`src/rtl/ws_spi_pkg.sv`:
```
// ----------------------------------------------------------------------------
// ws_spi_pkg
// Shared types and constants for the ws2812 spi pixel encoder.
// ----------------------------------------------------------------------------
`default_nettype none

package ws_spi_pkg;

  // spi words standing for one led bit
  localparam logic [15:0] WORD_ONE  = 16'h7F00;
  localparam logic [15:0] WORD_ZERO = 16'h7000;
  localparam logic [15:0] WORD_GAP  = 16'h0000;

  // color words per pixel: green, red, blue, eight bits each
  localparam int DATA_WORDS = 24;
  localparam int DATA_CNT_W = 5;

  // defaults for top-level parameters
  localparam int RESET_WORDS_DEF = 20;
  localparam int QUEUE_DEPTH_DEF = 2;

  // one classified pixel waiting for the serializer
  typedef struct packed {
    logic [23:0] grb;   // scaled channels in send order, green in 23:16
    logic        last;  // frame ends after this pixel
  } pixel_t;

  // queue status seen by both sides
  typedef struct packed {
    logic full;
    logic empty;
  } q_status_t;

endpackage

`default_nettype wire

```
`src/rtl/ws_spi_front.sv`:
```
// ----------------------------------------------------------------------------
// ws_spi_front
// Input side: holds brightness, scales the channels and reorders them.
// ----------------------------------------------------------------------------
`default_nettype none

module ws_spi_front
  import ws_spi_pkg::*;
(
  input  wire logic        clk,
  input  wire logic        rst,
  input  wire logic        cfg_valid,
  output logic             cfg_ready,
  input  wire logic [7:0]  cfg_data,
  input  wire logic        s_tvalid,
  output logic             s_tready,
  input  wire logic [23:0] s_tdata,
  input  wire logic        s_tlast,
  input  wire q_status_t   q_status,
  output logic             push,
  output pixel_t           push_data
);

  logic [7:0]  brightness;
  logic [15:0] prod_r;
  logic [15:0] prod_g;
  logic [15:0] prod_b;
  logic [7:0]  red;
  logic [7:0]  green;
  logic [7:0]  blue;

  // brightness register
  assign cfg_ready = 1'b1;

  always_ff @(posedge clk) begin
    if (rst) begin
      brightness <= 8'd0;
    end else if (cfg_valid) begin
      brightness <= cfg_data;
    end
  end

  // channel scaling, zero brightness passes through
  always_comb begin
    prod_r = s_tdata[23:16] * brightness;
    prod_g = s_tdata[15:8] * brightness;
    prod_b = s_tdata[7:0] * brightness;
    if (brightness == 8'd0) begin
      red   = s_tdata[23:16];
      green = s_tdata[15:8];
      blue  = s_tdata[7:0];
    end else begin
      red   = prod_r[15:8];
      green = prod_g[15:8];
      blue  = prod_b[15:8];
    end
  end

  // push into the queue whenever there is room
  assign s_tready       = !q_status.full;
  assign push           = s_tvalid && !q_status.full;
  assign push_data.grb  = {green, red, blue};
  assign push_data.last = s_tlast;

endmodule

`default_nettype wire

```
`src/rtl/ws_spi_queue.sv`:
```
// ----------------------------------------------------------------------------
// ws_spi_queue
// Small first-in first-out queue of classified pixels.
// ----------------------------------------------------------------------------
`default_nettype none

module ws_spi_queue
  import ws_spi_pkg::*;
#(
  parameter int DEPTH = QUEUE_DEPTH_DEF
) (
  input  wire logic   clk,
  input  wire logic   rst,
  input  wire logic   push,
  input  wire pixel_t push_data,
  input  wire logic   pop,
  output pixel_t      pop_data,
  output q_status_t   q_status
);

  localparam int PTR_W = (DEPTH > 1) ? $clog2(DEPTH) : 1;
  localparam int CNT_W = $clog2(DEPTH + 1);

  pixel_t             mem [DEPTH];
  logic [PTR_W-1:0]   wr_ptr;
  logic [PTR_W-1:0]   rd_ptr;
  logic [CNT_W-1:0]   count;

  assign q_status.full  = (count == CNT_W'(DEPTH));
  assign q_status.empty = (count == '0);
  assign pop_data       = mem[rd_ptr];

  // storage
  always_ff @(posedge clk) begin
    if (push) begin
      mem[wr_ptr] <= push_data;
    end
  end

  // pointers and fill count
  always_ff @(posedge clk) begin
    if (rst) begin
      wr_ptr <= '0;
      rd_ptr <= '0;
      count  <= '0;
    end else begin
      if (push) begin
        wr_ptr <= (wr_ptr == PTR_W'(DEPTH - 1)) ? '0 : wr_ptr + 1'b1;
      end
      if (pop) begin
        rd_ptr <= (rd_ptr == PTR_W'(DEPTH - 1)) ? '0 : rd_ptr + 1'b1;
      end
      if (push && !pop) begin
        count <= count + 1'b1;
      end else if (pop && !push) begin
        count <= count - 1'b1;
      end
    end
  end

endmodule

`default_nettype wire

```
`src/rtl/ws_spi_back.sv`:
```
// ----------------------------------------------------------------------------
// ws_spi_back
// Output side: serializes each pixel into spi words and adds the reset gap.
// ----------------------------------------------------------------------------
`default_nettype none

module ws_spi_back
  import ws_spi_pkg::*;
#(
  parameter int RESET_WORDS = RESET_WORDS_DEF
) (
  input  wire logic        clk,
  input  wire logic        rst,
  input  wire q_status_t   q_status,
  input  wire pixel_t      pop_data,
  output logic             pop,
  output logic             m_tvalid,
  input  wire logic        m_tready,
  output logic [15:0]      m_tdata,
  output logic             m_tlast
);

  localparam int GAP_W = $clog2(RESET_WORDS + 1);

  logic                  busy;
  logic                  in_gap;
  logic                  last;
  logic [22:0]           shift;
  logic [DATA_CNT_W-1:0] data_cnt;
  logic [GAP_W-1:0]      gap_cnt;
  logic                  advance;

  // output register free or being drained
  assign advance = !m_tvalid || m_tready;
  assign pop     = advance && !busy && !q_status.empty;

  // serializer and output register
  always_ff @(posedge clk) begin
    if (rst) begin
      busy     <= 1'b0;
      in_gap   <= 1'b0;
      m_tvalid <= 1'b0;
      data_cnt <= '0;
      gap_cnt  <= '0;
    end else if (advance) begin
      if (busy && !in_gap) begin
        m_tvalid <= 1'b1;
        m_tdata  <= shift[22] ? WORD_ONE : WORD_ZERO;
        m_tlast  <= 1'b0;
        shift    <= {shift[21:0], 1'b0};
        data_cnt <= data_cnt + 1'b1;
        if (data_cnt == DATA_CNT_W'(DATA_WORDS - 1)) begin
          if (last) begin
            in_gap  <= 1'b1;
            gap_cnt <= '0;
          end else begin
            busy <= 1'b0;
          end
        end
      end else if (busy) begin
        m_tvalid <= 1'b1;
        m_tdata  <= WORD_GAP;
        m_tlast  <= (gap_cnt == GAP_W'(RESET_WORDS - 1));
        gap_cnt  <= gap_cnt + 1'b1;
        if (gap_cnt == GAP_W'(RESET_WORDS - 1)) begin
          busy   <= 1'b0;
          in_gap <= 1'b0;
        end
      end else if (!q_status.empty) begin
        // first bit goes out in the same beat as the pop
        m_tvalid <= 1'b1;
        m_tdata  <= pop_data.grb[23] ? WORD_ONE : WORD_ZERO;
        m_tlast  <= 1'b0;
        shift    <= pop_data.grb[22:0];
        last     <= pop_data.last;
        data_cnt <= DATA_CNT_W'(1);
        busy     <= 1'b1;
      end else begin
        m_tvalid <= 1'b0;
      end
    end
  end

endmodule

`default_nettype wire

```
`src/rtl/ws2812_spi_pixel_encoder.sv`:
```
// ----------------------------------------------------------------------------
// ws2812_spi_pixel_encoder
// Turns packed rgb pixels into 16-bit spi words for a ws2812 led string.
// ----------------------------------------------------------------------------
// Usage:
//   s_* channel: one beat per pixel, s_tdata = color (red 23:16, green 15:8,
//   blue 7:0), s_tlast marks the final pixel of a frame.
//   m_* channel: one spi word per beat, 0x7F00 for a one bit, 0x7000 for a
//   zero bit, green then red then blue, msb first; after a last pixel
//   RESET_WORDS zero words follow, m_tlast set on the final one.
//   cfg_* channel: brightness, written by the user only while the block is
//   idle, not enforced by the block; zero sends colors unscaled, otherwise
//   each channel becomes (c*b)>>8.
// Rate: one word per cycle while m_tready is not held low; a pixel is 24
//   words, a last pixel 24 + RESET_WORDS, and the next pixel is taken only
//   after that; each pixel passes the queue, then the output register.
// Reset: clears brightness, the queue and the output register.
// Stall: a held m_tready freezes the output word; the queue keeps taking
//   pixels until QUEUE_DEPTH wait, then s_tready drops.
// ----------------------------------------------------------------------------
`default_nettype none

module ws2812_spi_pixel_encoder
  import ws_spi_pkg::*;
#(
  parameter int RESET_WORDS = RESET_WORDS_DEF,
  parameter int QUEUE_DEPTH = QUEUE_DEPTH_DEF
) (
  input  wire logic        clk,
  input  wire logic        rst,
  input  wire logic        cfg_valid,
  output logic             cfg_ready,
  input  wire logic [7:0]  cfg_data,   // brightness
  input  wire logic        s_tvalid,
  output logic             s_tready,
  input  wire logic [23:0] s_tdata,    // pixel_color
  input  wire logic        s_tlast,
  output logic             m_tvalid,
  input  wire logic        m_tready,
  output logic [15:0]      m_tdata,    // spi_word
  output logic             m_tlast
);

  q_status_t q_status;
  logic      push;
  logic      pop;
  pixel_t    push_data;
  pixel_t    pop_data;

  // accept and scale
  ws_spi_front u_front (
    .clk       (clk),
    .rst       (rst),
    .cfg_valid (cfg_valid),
    .cfg_ready (cfg_ready),
    .cfg_data  (cfg_data),
    .s_tvalid  (s_tvalid),
    .s_tready  (s_tready),
    .s_tdata   (s_tdata),
    .s_tlast   (s_tlast),
    .q_status  (q_status),
    .push      (push),
    .push_data (push_data)
  );

  // decoupling queue
  ws_spi_queue #(
    .DEPTH (QUEUE_DEPTH)
  ) u_queue (
    .clk       (clk),
    .rst       (rst),
    .push      (push),
    .push_data (push_data),
    .pop       (pop),
    .pop_data  (pop_data),
    .q_status  (q_status)
  );

  // serialize
  ws_spi_back #(
    .RESET_WORDS (RESET_WORDS)
  ) u_back (
    .clk      (clk),
    .rst      (rst),
    .q_status (q_status),
    .pop_data (pop_data),
    .pop      (pop),
    .m_tvalid (m_tvalid),
    .m_tready (m_tready),
    .m_tdata  (m_tdata),
    .m_tlast  (m_tlast)
  );

endmodule

`default_nettype wire

```
`config.mk`:
```
export PLATFORM = sky130hd
export DESIGN_NAME = ws2812_spi_pixel_encoder
export DESIGN_NICKNAME = d
export VERILOG_FILES = /design/src/rtl/ws_spi_pkg.sv /design/src/rtl/ws_spi_front.sv /design/src/rtl/ws_spi_queue.sv /design/src/rtl/ws_spi_back.sv /design/src/rtl/ws2812_spi_pixel_encoder.sv
export SDC_FILE = /design/constraint.sdc
export NUM_CORES = 1
export LEC_CHECK = 0
export BUFFER_PORTS_ARGS = -buffer_cell sky130_fd_sc_hd__buf_4
export CAP_MARGIN = 15
export CORE_MARGIN = 8
export CORE_UTILIZATION = 57
export CTS_CLUSTER_SIZE = 12
export DETAILED_ROUTE_END_ITERATION = 8
export PLACE_DENSITY = 0.83
export SETUP_SLACK_MARGIN = 0.5
export SLEW_MARGIN = 10
export SYNTH_ARGS = -nofsm -noshare
export SYNTH_HDL_FRONTEND = slang
export SYNTH_HIERARCHICAL = 1
export SYNTH_SLANG_ARGS = --single-unit
export TNS_END_PERCENT = 20
```
`constraint.sdc`:
```
create_clock -name clk -period 7.7 [get_ports clk]
set_input_delay 0.77 -clock clk [delete_from_list [all_inputs] [get_ports clk]]
set_output_delay 0.77 -clock clk [all_outputs]
set_load 0.02 [all_outputs]
```
==> results.yml <==
status:
  outcome: "finished clean"
cts:
  cts_tree: "done"
  cts_sinks: 103
  root_buffer: "clkbuf_16"
  cts_made_buffers: 9
  cts_max_level: 3
  cts-resized-gates: 0
  clock_latency_ns: 0.34
  clockBufferDepth: 2
  cts_setup_buffers: 0
  clk_pin_slew_ns: 0.07
  ctsHoldBuffers: 0
final_layout:
  diodes: 0
  drive_gt1_frac: 0.142
  instances_no_fill: 1248
  area_growth_pct: 7.34
  fillCellCount: 1444
  multi_input_area_um2: 6820
  nets: 1259
  seq_area_um2: 2830
pwr:
  p_total_mw: 2.13
  p_sw_mw: 0.734
  power.share.clock: 0.213
  power_frac_comb: 0.387
  ir_worst_vdd_uv: 145
  p_int_mw: 1.40
  swShare: 0.344
  p_per_area_nw_per_um2: 192
  p_leak_nw: 5.31
  p_seq_frac: 0.400
critical_path:
  required_ns: 7.75
  start_kind: "register"
  arrival_ns: 5.33
  path_max_fanout: 26
  end_kind: "register"
  path_class: "reg -> reg"
sta:
  rsz0062_at_grt: "false"
  finalCritPeriodShare: 0.685
  hold_viol_final: 0
  fin_setup_tns_ns: 0
  fin_crit_ns: 5.28
  clock_skew_ns: 0.00971
  worst_pin_slew_ns: 1.18
  hold_slack_ns: 0.496
  maxSlewViolCount: 0
  fmax_ghz: 0.190
  setup_viol: 0
  finalWorstSetupSlack_ns: 2.42
  slew_headroom: 0.212
drt:
  vias_per_cell: 5.67
  antenna_left: 0
  routedWlPerCell_um: 17.4
  drt_wl_total_um: 21700
  drc: 0
  vias: 7080
  initialDrtViolationCount: 400
  drt_pass1_iterations: 4
placed_design:
  hpwl_um: 16000
  place_inst: 1231
  gp_congestion: 0.872
  io_buffers: 47
  detailedPlace.worstSlack_ns: 2.48
run:
  cap_violations: 0
grt:
  grt_usage: 0.198
  grt_pass1_wl_um: 36200
  antenna_found_initial: 0
  overflow: 0
  grt_pass1_vias: 7582
  grt_max_degree: 36
synth:
  synthesis.area_um2: 10400
  ys.flop_type: "edfxtp_1"
  synth_cells: 988
  synth-seq-cells: 103
  yosys-top-cells-area: "edfxtp_1 (22%), fa_1 (20%), ha_1 (12%)"
  yosysUniqueCellTypes: 71
  syn_avg_cell_area_um2: 10.5
  synth_edf_count: 77
  synth_largest_area_cell: "edfxtp_1"
  synth.top_cell.area_share: 0.223
  yosysSeqAreaShare: 0.273
  async_flop_share: 0
  ys_warn_count: 6
worst_hold_path:
  min_path_type: "reg -> reg"
floorplan:
  die_y_um: 151
  core_area_um2: 17900
  num_rows: 49
  start_util: 0.579
  dieArea_um2: 22800
  ioPinCount: 58
  dieWidth_um: 151
[placed cells by master (no fill, tap or decap), drive strengths merged, types with 3 or more instances in the layout]
cell,instances
mux2,48
conb,10
clkinv,4
nand3,10
o21bai,3
mux2i,8
or3,4
and2,154
nand4,6
nor3,7
a21o,15
xor2,14
a31oi,6
nand2,58
a21oi,32
a2111oi,4
and3,7
clkbuf,9
o21ai,19
nand2b,4
nor2,42
edfxtp,77
ha,102
o21a,4
nor4,5
buf,57
nor2b,5
fa,105
inv,123
dfxtp,26
and2b,3
xnor2,16
[layout make-up]
| type | count | area share |
|---|---|---|
| well taps | 229 | 0.0258 |
| repair buffers | 57 | 0.0391 |
| inverters | 121 | 0.0408 |
| clock buffers | 9 | 0.0202 |
| flip-flops and latches | 103 | 0.255 |
| clock inverters | 7 | 0.00641 |
| multi-input cells | 722 | 0.613 |
[routing by layer]
| layer | global-route usage | up-vias | routed length, µm |
|---|---|---|---|
| met4 | 0.0727 | 0 | 510 |
| met2 | 0.354 | 229 | 10900 |
| met1 | 0.239 | 3506 | 9130 |
| met3 | 0.0263 | 35 | 1140 |
| li1 | - | 3310 | - |
| met5 | 0 | - | 0 |
[cells in the mapped netlist, types with 3 or more instances]
| library cell | count |
|---|---|
| and2_2 | 3 |
| o21bai_1 | 3 |
| edfxtp_1 | 77 |
| and3_1 | 6 |
| nor2_1 | 42 |
| clkbuf_1 | 23 |
| mux2_2 | 48 |
| fa_1 | 105 |
| a21oi_1 | 30 |
| nand2b_1 | 4 |
| and2_1 | 150 |
| or3_1 | 4 |
| a21o_1 | 15 |
| mux2i_1 | 8 |
| nor3_1 | 7 |
| nor2b_1 | 5 |
| o21a_1 | 4 |
| nand4_1 | 6 |
| a31oi_1 | 6 |
| buf_4 | 20 |
| a2111oi_0 | 3 |
| xnor2_1 | 16 |
| nand2_1 | 56 |
| o21ai_0 | 16 |
| ha_1 | 102 |
| inv_1 | 121 |
| dfxtp_1 | 26 |
| nand3_1 | 10 |
| nor4_1 | 3 |
| xor2_1 | 14 |
| buf_6 | 4 |
[logic make-up after synthesis]
group                      after synthesis  share of synthesized area
DFF                                    103                      0.273
xor gates and xnor gates                30                     0.0253
buffers and inverters                  171                     0.0723
AOI/OAI and AO/OA                      104                     0.0710
other                                    2                   0.000725
adders and majority gates              207                      0.326
and+or+nand+nor                        315                      0.172
muxes                                   56                     0.0599
[power by group through the flow]
| stage | sequential (mW) | clock (mW) | combinational (mW) |
|---|---|---|---|
| final | 0.854 | 0.455 | 0.825 |
| after global routing | 0.867 | 0.483 | 0.918 |
| after CTS | 0.854 | 0.464 | 0.818 |
| after detailed placement | 0.862 | 0 | 0.807 |
| after global placement | 0.854 | 0 | 0.776 |
| after floorplan | 0.821 | 0 | 0.657 |
[final timing paths]
kind / startpoint / cells after the start / slack, ns / to
max: u_front/brightness[4]$_SDFFE_PP0P_ / 13 / 2.42 / u_queue/mem[1][19]$_DFFE_PP_
min: u_front/brightness[2]$_SDFFE_PP0P_ / 2 / 0.50 / u_front/brightness[2]$_SDFFE_PP0P_
min reg2reg: u_front/brightness[2]$_SDFFE_PP0P_ / 2 / 0.50 / u_front/brightness[2]$_SDFFE_PP0P_
max reg2reg: u_front/brightness[4]$_SDFFE_PP0P_ / 13 / 2.42 / u_queue/mem[1][19]$_DFFE_PP_
[registers in the layout, summed over array words and instances (netlist names), 2 cells and up, named ones only]
| name | count |
|---|---|
| u_queue/count | 2 |
| u_back/gap_cnt | 5 |
| u_front/brightness | 8 |
| u_back/m_tdata | 2 |
| u_back/data_cnt | 5 |
| u_queue/mem | 50 |
| u_back/shift | 23 |
[through the flow]
stage,instance area [µm²],utilization
6_report,11100,0.621
5_1_grt,11100,0.621
4_1_cts,11100,0.621
3_5_place_dp,10800,0.604
3_3_place_gp,10800,0.604
2_1_floorplan,10400,-
[critical path, cell delays in order, from the launching register on]
cell	delay (ns)
dfxtp_1	0.89
nand2_1	0.16
fa_1	0.51
fa_1	0.55
inv_1	0.05
fa_1	0.49
fa_1	0.41
ha_1	0.30
o21ai_0	0.12
o21bai_1	0.14
or2_1	0.28
a21o_1	0.22
a2111oi_0	0.65
nor3_1	0.20
No activity file was read; power rests on OpenSTA's default activity.
